[config.mk]
export PLATFORM = sky130hd
export DESIGN_NAME = bfknn_mac
export DESIGN_NICKNAME = d
export VERILOG_FILES = /design/src/hdl/bfknn_pkg.sv /design/src/hdl/bfknn_mac.sv
export SDC_FILE = /design/constraint.sdc
export NUM_CORES = 1
export LEC_CHECK = 0
export BUFFER_PORTS_ARGS = -buffer_cell sky130_fd_sc_hd__buf_2
export CAP_MARGIN = 20
export CORE_MARGIN = 4
export CORE_UTILIZATION = 60
export DETAILED_ROUTE_END_ITERATION = 12
export PLACE_DENSITY = 0.83
export SLEW_MARGIN = 40
export SYNTH_ARGS = -nofsm -noshare
export SYNTH_HDL_FRONTEND = slang
export SYNTH_SLANG_ARGS = --single-unit
[constraint.sdc]
create_clock -name clk_i -period 13.79 [get_ports clk_i]
set_input_delay 0.6895 -clock clk_i [delete_from_list [all_inputs] [get_ports clk_i]]
set_output_delay 0.6895 -clock clk_i [all_outputs]
set_load 0.005 [all_outputs]
[src/hdl/bfknn_pkg.sv]
// bfknn_pkg: constants, types and codes for the knn select core
// no dependencies
`default_nettype none
package bfknn_pkg;
  localparam int unsigned MaxPoints = 1024;
  localparam int unsigned MaxDims = 64;
  localparam int unsigned MaxNeighbours = 64;
  localparam int unsigned CoordBits = 16;
  localparam int unsigned PtBits = $clog2(MaxPoints);
  localparam int unsigned DimBits = $clog2(MaxDims);
  localparam int unsigned RankBits = $clog2(MaxNeighbours);
  localparam int unsigned DistBits = 38;
  localparam int unsigned StoreAw = PtBits + DimBits;

  localparam logic [1:0] RegPointCount = 2'd0;
  localparam logic [1:0] RegDimCount = 2'd1;
  localparam logic [1:0] RegNeighbourCount = 2'd2;

  localparam logic CmdLoad = 1'b0;
  localparam logic CmdQuery = 1'b1;

  typedef enum logic [5:0] {
    StIdle  = 6'b000001,
    StQload = 6'b000010,
    StDist  = 6'b000100,
    StSel   = 6'b001000,
    StEmit  = 6'b010000,
    StWait  = 6'b100000
  } state_e;
endpackage
`default_nettype wire

[src/hdl/bfknn_mac.sv]
// bfknn_mac: shared subtract / square / accumulate unit, two stages
// depends on bfknn_pkg
`default_nettype none
module bfknn_mac import bfknn_pkg::*; (
  input  wire logic                        clk_i,
  input  wire logic                        rst_ni,
  input  wire logic                        clr_i,
  input  wire logic                        en_i,
  input  wire logic signed [CoordBits-1:0] a_i,
  input  wire logic signed [CoordBits-1:0] b_i,
  output logic         [DistBits-1:0]      acc_o
);
  logic signed [CoordBits:0] diff_q;
  logic                      vld_q;
  logic [2*CoordBits+1:0]    sq;
  logic [DistBits-1:0]       acc_q;

  assign sq = $unsigned((2*CoordBits+2)'(diff_q) * (2*CoordBits+2)'(diff_q));

  always_ff @(posedge clk_i or negedge rst_ni) begin
    if (!rst_ni) begin
      vld_q <= 1'b0;
      acc_q <= '0;
    end else begin
      vld_q <= en_i;
      if (clr_i) begin
        acc_q <= '0;
      end else if (vld_q) begin
        acc_q <= acc_q + DistBits'(sq);
      end
    end
  end

  // diff registered before the multiply
  always_ff @(posedge clk_i) begin
    diff_q <= {a_i[CoordBits-1], a_i} - {b_i[CoordBits-1], b_i};
  end

  assign acc_o = acc_q;
endmodule
`default_nettype wire

Word level (Yosys, flattened, before mapping)
Cells that the tools add are included.
{"block": "classes", "n_mul": 1, "n_reduce_logical": 1, "n_addsub": 2, "mux": 2}
{"cell": "2-to-1 mux 38 bit", "count": 2}
{"cell": "adder 38 x 34 -> 38 bit", "count": 1}
{"cell": "multiplier 17 x 17 -> 34 bit", "count": 1}
{"cell": "subtractor 16 x 16 -> 17 bit", "count": 1}
{"cell": "nonzero test 2 bit", "count": 1}
{"block": "word_totals", "reg_bits": 56, "out_inout_bits": 38, "input_bits": 36, "word_cells": 9}

Longest topological paths before layout
Gate-level depths: netlist of the first run.
{"block": "logic_depth", "word_depth": 4, "ltp_mapped": 33, "depth_no_buf": 33}

Least setup slack after synthesis of the first run
Ideal clock, no wire load.
{"block": "synth_path", "kind": "flip-flop to flip-flop", "start": "register diff_q[16]", "end": "register acc_q[36] (netlist: acc_o[36])", "required_time_ps": 13662, "setup_time_ps": 128, "path_slack_ps": 6425, "period_less_slack_ps": 7365, "arrival_ps": 7238, "n_path_buf": 2, "path_stages_with_launch": 29, "path_cell_list": "dfxtp_1 > clkbuf_1 > clkbuf_1 > nand2_1 > inv_1 > fa_1 > inv_1 > fa_1 > inv_1 > fa_1 > fa_1 > fa_1 > fa_1 > ha_1 > a21oi_1 > and3_1 > a211oi_1 > o21ai_2 > o211a_1 > o21bai_1 > a21oi_1 > xnor2_1 > ha_1 > o21ai_0 > nand2b_1 > and3_1 > and3_1 > a21oi_1 > mux2_1"}
{"block": "synth_between", "elab_chain_len": 4}
{"item": "start: declaration", "line": "bfknn_mac.sv:13", "source": "logic signed [CoordBits:0] diff_q;"}
{"item": "start signal: assignment", "line": "bfknn_mac.sv:36", "source": "diff_q <= {a_i[CoordBits-1], a_i} - {b_i[CoordBits-1], b_i};"}
{"item": "multiplier 17 x 17 -> 34 bit", "line": "bfknn_mac.sv:18", "source": "assign sq = $unsigned((2*CoordBits+2)'(diff_q) * (2*CoordBits+2)'(diff_q));"}
{"item": "adder 38 x 34 -> 38 bit", "line": "bfknn_mac.sv:29", "source": "acc_q <= acc_q + DistBits'(sq);"}
{"item": "2-to-1 mux 38 bit", "line": "bfknn_mac.sv:28", "source": "end else if (vld_q) begin"}
{"item": "2-to-1 mux 38 bit", "line": "bfknn_mac.sv:26", "source": "if (clr_i) begin"}
{"item": "end signal: assignment", "line": "bfknn_mac.sv:29"}
{"item": "end: declaration", "line": "bfknn_mac.sv:16", "source": "logic [DistBits-1:0] acc_q;"}
Every way passes these cells. The select of a mux whose other input is x is not followed.
A chain may end at the register's enable or synchronous reset.

Final worst setup path of the first run
{"block": "layout_path", "start": "register diff_q[5]", "end": "register acc_q[33] (netlist: acc_o[33])"}
The elaborated chain is that of the path after synthesis.

==> reports/metrics.yaml, run 1 <==
placed_design:
  io_buffers: 73
  place_area_um2: 14900
  dp_cells: 1937
  place.detailed.hpwl_um: 27600
  place_congestion: 0.961
cts:
  clkTransAtPathRegs_ps: 90
  clock_latency_ps: 320
  post_cts_buffers: 0
  clock_path_buffers: 2
  ctsResizeCount: 0
  cts_tree: "yes"
  cts_made_buffers: 5
  clock-sinks: 56
  cts_hold_buf: 0
  root_buffer: "clkbuf_16"
  cts_htree_levels: 2
floorplanning:
  io_pins: 74
  die_h_um: 162
  die_x_um: 162
  dieArea_um2: 26300
  initial_core_util: 0.609
  rows: 56
  fp.coreArea_um2: 23400
synthesis:
  synthFlopType: "dfrtp_1"
  syn_avg_cell_area_um2: 9.03
  syn_inst: 1579
  synth_edf_count: 0
  yosys_warnings: 0
  syn_nets: 2029
  ys_ff_latch: 56
  ys_seq_area_frac: 0.0923
  syn-cell-area_um2: 14300
  async_flop_share: 0.696
  synth_cell_type_count: 67
sta:
  hold_viol_final: 0
  slew_headroom: 0.402
  maxSlewViolCount: 0
  period_minus_slack_ps: 8210
  final.setup_skew_ps: 8.48
  grt_setup_unrepaired: "no"
  worst_pin_slew_ps: 895
  finalSetupViolCount: 0
  hold_slack_ps: 340
  fmax_mhz: 122
  tns_ps: 0
  fin_crit_sh: 0.595
worst_setup_path:
  critPathKind: "reg2reg"
  critPathLaunchType: "flop"
  critPathCaptureType: "flop"
  critPathLaunch: "diff_q[5]$_DFF_P_"
  worst-endpoint-required_ps: 13980
  cpMostUsedCell: "fa_1"
  critPathMaxFanout: 19
  critical_path_arrival_ps: 8400
  slowest_stage: "dfxtp_1"
  r2r_start: "diff_q[5]$_DFF_P_"
  slowest_delay_ps: 880
detailed_routing:
  ant_nets: 0
  drc_errors: 0
  drt-total-wl_um: 32700
  drt_iter0_markers: 636
  via_per_inst: 5.54
  dr.pass1.iters: 5
  vias: 10800
  wl_per_cell_um: 16.8
flow_run:
  drv_cap: 0
final_layout:
  drive_above_1_share: 0.0633
  instances_no_fill: 1946
  area_growth_pct: 5.69
  final_nets: 2075
  final_area_um2: 15100
global_route:
  grt_pass1_wl_um: 55900
  overflow: 0
  antenna_found_initial: 1
  grt_start_max_net_pins: 51
  first_global_vias: 11700
  track_usage: 0.264
run_status:
  outcome: "finished clean"
worst_hold_path:
  hp-class: "in2async"
==> registers in the layout, summed over array words and instances, names as in the netlist <==
signal	flops
acc_o	38
vld_q	1
diff_q	17
==> final timing paths <==
kind	endpoint	slack, ps	cells past startpoint
setup / recovery	acc_o[33]$_DFFE_PN0P_	5580	29
hold / removal	acc_o[34]$_DFFE_PN0P_	340	1
setup reg to reg	acc_o[33]$_DFFE_PN0P_	5580	29
hold reg to reg	acc_o[37]$_DFFE_PN0P_	560	2
max in group asynchronous	vld_q$_DFF_PN0_	13070	1
min in group clk_i	vld_q$_DFF_PN0_	470	1
==> per-stage QoR <==
step | setup WS, ps | utilization
2_1_floorplan | 6420 | -
3_3_place_gp | 5890 | 0.637
3_5_place_dp | 5690 | 0.637
4_1_cts | 5670 | 0.644
5_1_grt | 4970 | 0.644
6_report | 5580 | 0.644
==> cells in the mapped netlist (4+ instances only) <==
cell type | number | area (um2)
o21bai_1 | 11 | 82.6
or2_2 | 5 | 31.3
and2_1 | 51 | 319
a21oi_1 | 75 | 375
xor2_1 | 17 | 149
nor2_1 | 94 | 353
inv_1 | 375 | 1410
clkbuf_1 | 30 | 113
nor2b_1 | 19 | 119
nand4_1 | 10 | 62.6
a211oi_1 | 8 | 60.1
a21o_1 | 23 | 173
nor4bb_1 | 4 | 40.0
nor3_1 | 12 | 60.1
buf_1 | 5 | 18.8
ha_1 | 144 | 1800
dfrtp_1 | 39 | 976
nand2_1 | 122 | 458
o211ai_1 | 11 | 82.6
a31oi_1 | 5 | 31.3
nand2b_1 | 7 | 43.8
fa_1 | 270 | 5410
mux2i_1 | 20 | 200
xnor2_1 | 64 | 561
a22o_1 | 4 | 35.0
o21a_1 | 9 | 67.6
o21ai_0 | 36 | 180
nand3_1 | 20 | 100
and3_1 | 10 | 62.6
dfxtp_1 | 17 | 340
==> layout by cell type (no fill, tap or decap), types with 12 or more instances in the layout <==
cell type / netlist / final
mux2i_1: 20 / 20
ha_1: 144 / 144
nor3_1: 12 / 12
inv_1: 375 / 375
dfrtp_1: 39 / 38
a21o_1: 23 / 23
and2_1: 51 / 51
nand2_1: 122 / 122
fa_1: 270 / 269
buf_2: 1 / 71
nand3_1: 20 / 20
o21ai_0: 36 / 36
nor2b_1: 19 / 19
a21oi_1: 75 / 75
xor2_1: 17 / 17
xnor2_1: 64 / 64
dfxtp_1: 17 / 17
nor2_1: 94 / 93
==> logic make-up (layout without fill, tap and decap cells) <==
logic type,after synthesis,in the layout,share of synthesized area
buf+inv,411,458,0.108
xor+xnor,81,81,0.0498
flops,56,56,0.0923
simple gates,366,366,0.122
fa+ha+maj,414,414,0.505
compound gates,228,228,0.106
mux,23,23,0.0164
other cells,0,1,0
==> area by class of cell <==
class / instances / area [um2]
diodes: 1 / 2.50
clock buffers: 5 / 125
clock inverters: 3 / 27.5
fillers: 1901 / 8330
inverters: 375 / 1410
multi-input cells: 1112 / 11400
flip-flops and latches: 56 / 1320
well taps: 319 / 399
repair buffers: 75 / 385
==> critical path, delay by kind of cell, from the launching register on <==
family / cells / cell delay [ps]
compound gates: 13 / 2840
xor+xnor: 1 / 140
flops: 1 / 880
buf+inv: 3 / 160
fa+ha+maj: 8 / 3410
simple gates: 4 / 640
==> layer usage <==
layer  routed length (um)  track usage  vias up
met1                12800        0.334     5379
met4                 1280       0.0992        0
met5                    0            0        -
li1                     -            -     5025
met2                16700        0.458      304
met3                 1890       0.0431       72
Power of run 1 is left out: the tool's default activity adds up to more than one toggle a clock period on the data nets, which glitch-free logic cannot reach.
==> run 2, diff against run 1 <==
--- a/config.mk
+++ b/config.mk
@@ -5,6 +5,7 @@
 export SDC_FILE = /design/constraint.sdc
 export NUM_CORES = 1
 export LEC_CHECK = 0
+export ABC_AREA = 1
 export BUFFER_PORTS_ARGS = -buffer_cell sky130_fd_sc_hd__buf_2
 export CAP_MARGIN = 20
 export CORE_MARGIN = 4
==> constraint.sdc (replaced) <==
create_clock -name clk_i -period 7.8 [get_ports clk_i]
set_input_delay 0.39 -clock clk_i [delete_from_list [all_inputs] [get_ports clk_i]]
set_output_delay 0.39 -clock clk_i [all_outputs]
set_load 0.005 [all_outputs]
==> run 2 against run 1 <==
  * Maximum frequency rose by 11%
  * Critical path depth fell by 1
  * Global-route usage rose by 2.2 points
  * First-iteration DRC count rose by 85%
  * Synthesized cell count rose by 31%
  * Clock-buffer cell count did not move
  * Utilization rose by 0.97 points
  * Sequential share of layout area fell by 0.83 points
  * Critical path type unchanged
  * Largest cell class unchanged
==> reports/metrics.yaml, run 2 <==
placed_design:
  post-place-ws_ps: 340
  io_buffers: 73
  place.detailed.hpwl_um: 33900
  place_area_um2: 16500
  place_congestion: 0.962
flow_run:
  drv_cap: 0
worst_setup_path:
  crit_buf_inv: 4
  cpMostUsedCell: "fa_1"
  critical_path_arrival_ps: 7600
  critPathKind: "reg2reg"
  r2r_start: "diff_q[16]$_DFF_P_"
  critPathMaxFanout: 10
  slowest_stage: "dfxtp_1"
  critPathCaptureType: "flop"
  critPathLaunch: "diff_q[16]$_DFF_P_"
  critPathLaunchType: "flop"
  slowest_delay_ps: 550
  worst-endpoint-required_ps: 8030
  critPathTopFamily: "adder cells"
sta:
  fmax_mhz: 136
  setup_ws_ps: 430
  slew_headroom: 0.586
  hold_viol_final: 0
  finalSetupViolCount: 0
  final.setup_skew_ps: 18.9
  fin_crit_sh: 0.945
  worst_pin_slew_ps: 620
  grt_setup_unrepaired: "no"
  maxSlewViolCount: 0
  tns_ps: 0
  period_minus_slack_ps: 7370
cts:
  cts_htree_levels: 2
  post_cts_buffers: 0
  clock_latency_ps: 330
  clock-sinks: 56
  cts_tree: "yes"
  clock_path_buffers: 2
  cts_hold_buf: 0
  cts_made_buffers: 5
  clkTransAtPathRegs_ps: 90
  root_buffer: "clkbuf_16"
  ctsResizeCount: 0
final_layout:
  drive_above_1_share: 0.0945
  largest_register_ffs: 38
  area_growth_pct: 6.15
  fillers: 2169
  layout_commonest_cell: "inv_1"
  final_util: 0.654
  final_area_um2: 16700
  final_nets: 2587
  diodes: 0
  final_cell_mix: "537 x inv_1, 506 x nand2_1, 269 x fa_1, 144 x ha_1, 111 x nor2_1"
global_route:
  antenna_found_initial: 1
  first_global_vias: 13700
  overflow: 0
  grt_start_max_net_pins: 42
  grt_pass1_wl_um: 66800
  track_usage: 0.286
floorplanning:
  rows: 58
  fp.coreArea_um2: 25500
  die_h_um: 170
  dieArea_um2: 28800
  io_pins: 74
  die_x_um: 170
  initial_core_util: 0.616
detailed_routing:
  drc_errors: 0
  via_per_inst: 5.30
  ant_nets: 0
  drt-total-wl_um: 39200
  drt_iter0_markers: 1179
  vias: 13100
  dr.pass1.iters: 6
  wl_per_cell_um: 15.9
synthesis:
  yosys_warnings: 0
  synth_area_leader_cell: "fa_1"
  syn_avg_cell_area_um2: 7.57
  yosys-top-cells-count: "538 x inv_1, 506 x nand2_1, 270 x fa_1"
  synth_area_leaders: "fa_1 34%, inv_1 13%, nand2_1 12%"
  syn_inst: 2073
  synth_top_area_frac: 0.345
  syn-cell-area_um2: 15700
  ys_ff_latch: 56
  yosysMostFrequentCell: "inv_1"
  ys_seq_area_frac: 0.0839
  syn_nets: 2523
  synthFlopType: "dfrtp_1"
  async_flop_share: 0.696
  synth_edf_count: 0
  synth_cell_type_count: 54
worst_hold_path:
  hp-class: "in2async"
run_status:
  outcome: "finished clean"
-- run 2: changes by cell type in the layout (fill, tap and decap cells not counted), sizes merged, moves of 14 or more --
cell and delta:
xor2 +24, and2 -50, a21o -14, nor2 +38, nand2 +410, buf +23, inv +171, xnor2 -44
mux2i -20, nand3 +47, nor2b -19
-- run 2: stage by stage --
stage,cells,hold WS (ps)
floorplan,2073,94.4
global placement,2460,495
detailed placement,2460,431
CTS,2468,80.3
global route,2468,99.1
finish,2468,49.1
-- run 2: metal layers --
| metal | track usage | share of wire | vias to the layer above | routed length (um) |
|---|---|---|---|---|
| li1 | - | - | 6256 | - |
| met3 | 0.0359 | 0.065 | 68 | 2550 |
| met5 | 0 | 0 | - | 0 |
| met1 | 0.401 | 0.43 | 6270 | 17100 |
| met2 | 0.479 | 0.48 | 482 | 18700 |
| met4 | 0.0634 | 0.022 | 0 | 865 |
-- run 2: cell families after synthesis --
family / Yosys count / share of synthesized area
and+or+nand+nor: 774 / 0.212
buffers and inverters: 588 / 0.142
adders and majority gates: 414 / 0.459
AOI/OAI and AO/OA: 180 / 0.0691
xor gates and xnor gates: 61 / 0.0341
DFF: 56 / 0.0839
-- run 2: path summary, 6_finish.rpt --
kind	slack (ps)	end	depth (start not counted)
min in group clk_i	180	vld_q$_DFF_PN0_	1
max in group asynchronous	7360	acc_o[16]$_DFFE_PN0P_	1
worst min-delay path	50	acc_o[37]$_DFFE_PN0P_	1
worst max-delay path	430	acc_o[30]$_DFFE_PN0P_	28
worst min register to register	520	acc_o[4]$_DFFE_PN0P_	2
worst max register to register	430	acc_o[30]$_DFFE_PN0P_	28
-- run 2: cell type report --
class / count / area [um2] / area share
tap: 330 / 413 / 0.0248
clock inverter: 3 / 26.3 / 0.00158
multi-input combinational: 1429 / 12200 / 0.730
timing repair buffer: 98 / 556 / 0.0334
sequential: 56 / 1320 / 0.0793
inverter: 547 / 2050 / 0.123
clock buffer: 5 / 125 / 0.00751
Power of run 2 is left out for the same reason.
==> run 3, diff against run 2 <==
--- a/config.mk
+++ b/config.mk
@@ -7,10 +7,10 @@
 export LEC_CHECK = 0
 export ABC_AREA = 1
 export BUFFER_PORTS_ARGS = -buffer_cell sky130_fd_sc_hd__buf_2
-export CAP_MARGIN = 20
 export CORE_MARGIN = 4
 export CORE_UTILIZATION = 60
 export DETAILED_ROUTE_END_ITERATION = 12
+export GPL_TIMING_DRIVEN = 0
 export PLACE_DENSITY = 0.83
 export SLEW_MARGIN = 40
 export SYNTH_ARGS = -nofsm -noshare
==> run 3 against run 2 <==
  * Sequential share of layout area about the same
  * Maximum frequency is 0.71% lower
  * Cell area up 0.64%
  * Largest cell class unchanged
  * Non-clock buffer count rose by 12
  * Register-to-register slack worse by 50 ps
  * Wire length is 3.4% higher
  * Via count grew 1.3%
  * Highest routed layer unchanged
  * Sequential cell count did not move
  * Critical path depth increased by 1
  * Utilization is 0.42 points higher
  * Global-route usage increased by 1.1 points
==> reports/metrics.yaml, run 3 (synthesized netlist as in run 2, its figures left out) <==
sta:
  worst_pin_slew_ps: 651
  period_minus_slack_ps: 7420
  hold_viol_final: 0
  fmax_mhz: 135
  final.setup_skew_ps: 13.4
  fin_crit_sh: 0.952
  finalSetupViolCount: 0
  slew_headroom: 0.566
  maxSlewViolCount: 0
final_layout:
  fillers: 2190
  area_growth_pct: 6.83
  diodes: 0
  final_nets: 2599
  instances_no_fill: 2480
  final_cell_mix: "536 x inv_1, 506 x nand2_1, 267 x fa_1, 141 x ha_1, 110 x nor2_1"
  layout_commonest_cell: "inv_1"
  largest_register_ffs: 38
  drive_above_1_share: 0.105
worst_setup_path:
  worst-endpoint-required_ps: 8000
  critical_path_arrival_ps: 7630
  critPathMaxFanout: 10
  cpMostUsedCell: "fa_1"
  slowest_delay_ps: 580
  critPathCaptureType: "flop"
  slowest_stage: "fa_1"
  critPathKind: "reg2reg"
  critPathLaunchType: "flop"
detailed_routing:
  drt-total-wl_um: 40600
  dr.pass1.iters: 6
  drc_errors: 0
  wl_per_cell_um: 16.4
  ant_nets: 0
  vias: 13200
  drt_iter0_markers: 1155
  via_per_inst: 5.34
worst_hold_path:
  hp-class: "in2async"
floorplanning:
  die_x_um: 170
  fp.coreArea_um2: 25500
  io_pins: 74
  die_h_um: 170
  initial_core_util: 0.616
  dieArea_um2: 28800
  rows: 58
global_route:
  antenna_found_initial: 0
  first_global_vias: 13700
  grt_start_max_net_pins: 40
  track_usage: 0.296
  overflow: 0
  grt_pass1_wl_um: 68300
placed_design:
  io_buffers: 73
  place_congestion: 0.979
  place.detailed.hpwl_um: 35300
  dp_cells: 2476
cts:
  post_cts_buffers: 0
  cts_htree_levels: 2
  cts_made_buffers: 5
  clock_path_buffers: 2
  root_buffer: "clkbuf_16"
  cts_hold_buf: 0
  ctsResizeCount: 20
  cts_tree: "yes"
  clock_latency_ps: 310
  clkTransAtPathRegs_ps: 80
  clock-sinks: 56
run_status:
  outcome: "finished clean"
flow_run:
  drv_cap: 0
==> run 3: cell types whose count changed in the layout (fill, tap and decap cells not counted), moves of 3 or more <==
| cell | before | now |
|---|---|---|
| buf_4 | 26 | 5 |
| clkbuf_4 | 0 | 13 |
| clkbuf_2 | 0 | 10 |
| buf_2 | 72 | 77 |
| dfxtp_1 | 14 | 9 |
| dfxtp_2 | 3 | 7 |
| clkbuf_1 | 0 | 3 |
| ha_1 | 144 | 141 |
| ha_2 | 0 | 3 |
==> run 3: path summary, 6_finish.rpt <==
| kind | startpoint | to | slack [ps] | depth (start not counted) |
|---|---|---|---|---|
| worst max-delay path | diff_q[13]$_DFF_P_ | acc_o[34]$_DFFE_PN0P_ | 380 | 29 |
| min in group clk_i | en_i | vld_q$_DFF_PN0_ | 180 | 1 |
| worst min-delay path | rst_ni | acc_o[0]$_DFFE_PN0P_ | 70 | 1 |
| worst max register to register | diff_q[13]$_DFF_P_ | acc_o[34]$_DFFE_PN0P_ | 380 | 29 |
| max in group asynchronous | rst_ni | acc_o[20]$_DFFE_PN0P_ | 7350 | 1 |
| worst min register to register | acc_o[4]$_DFFE_PN0P_ | acc_o[4]$_DFFE_PN0P_ | 520 | 2 |
==> run 3: per-stage QoR <==
| step | TNS (ps) | hold slack, ps | area (um2) | util | setup slack (ps) |
|---|---|---|---|---|---|
| detailed placement | -5680 | 413 | 16500 | 0.646 | -489 |
| floorplan | 0 | 94.4 | 15700 | - | 1080 |
| finish | 0 | 65.1 | 16800 | 0.658 | 377 |
| global placement | -3210 | 494 | 16500 | 0.646 | -305 |
| global route | -34.4 | 99.8 | 16800 | 0.658 | -18.6 |
| CTS | 0 | 75.3 | 16600 | 0.654 | 1.14 |
==> run 3: layer usage <==
layer,track usage,vias up,routed length [um]
met5,0,-,0
met4,0.0833,0,1060
met3,0.0547,85,3430
met2,0.480,496,19000
met1,0.411,6374,17100
li1,-,6289,-
==> run 3: layout make-up <==
| cell class | instances | area, um2 | share of cell area |
|---|---|---|---|
| clock inverters | 2 | 16.3 | 0.000971 |
| well taps | 330 | 413 | 0.0246 |
| clock buffers | 6 | 150 | 0.00896 |
| inverters | 547 | 2050 | 0.123 |
| plain buffers | 37 | 236 | 0.0141 |
| flip-flops and latches | 56 | 1330 | 0.0793 |
| multi-input cells | 1429 | 12200 | 0.728 |
| repair buffers | 73 | 368 | 0.0220 |
==> run 3: worst max-delay path: cells and delay by family, from the launching register on <==
family	cells	cell delay, ps
adders and majority gates	8	3750
xor gates and xnor gates	1	300
DFF	1	390
and+or+nand+nor	7	870
AOI/OAI and AO/OA	6	1120
buffers and inverters	7	880
Power of run 3 is left out for the same reason.
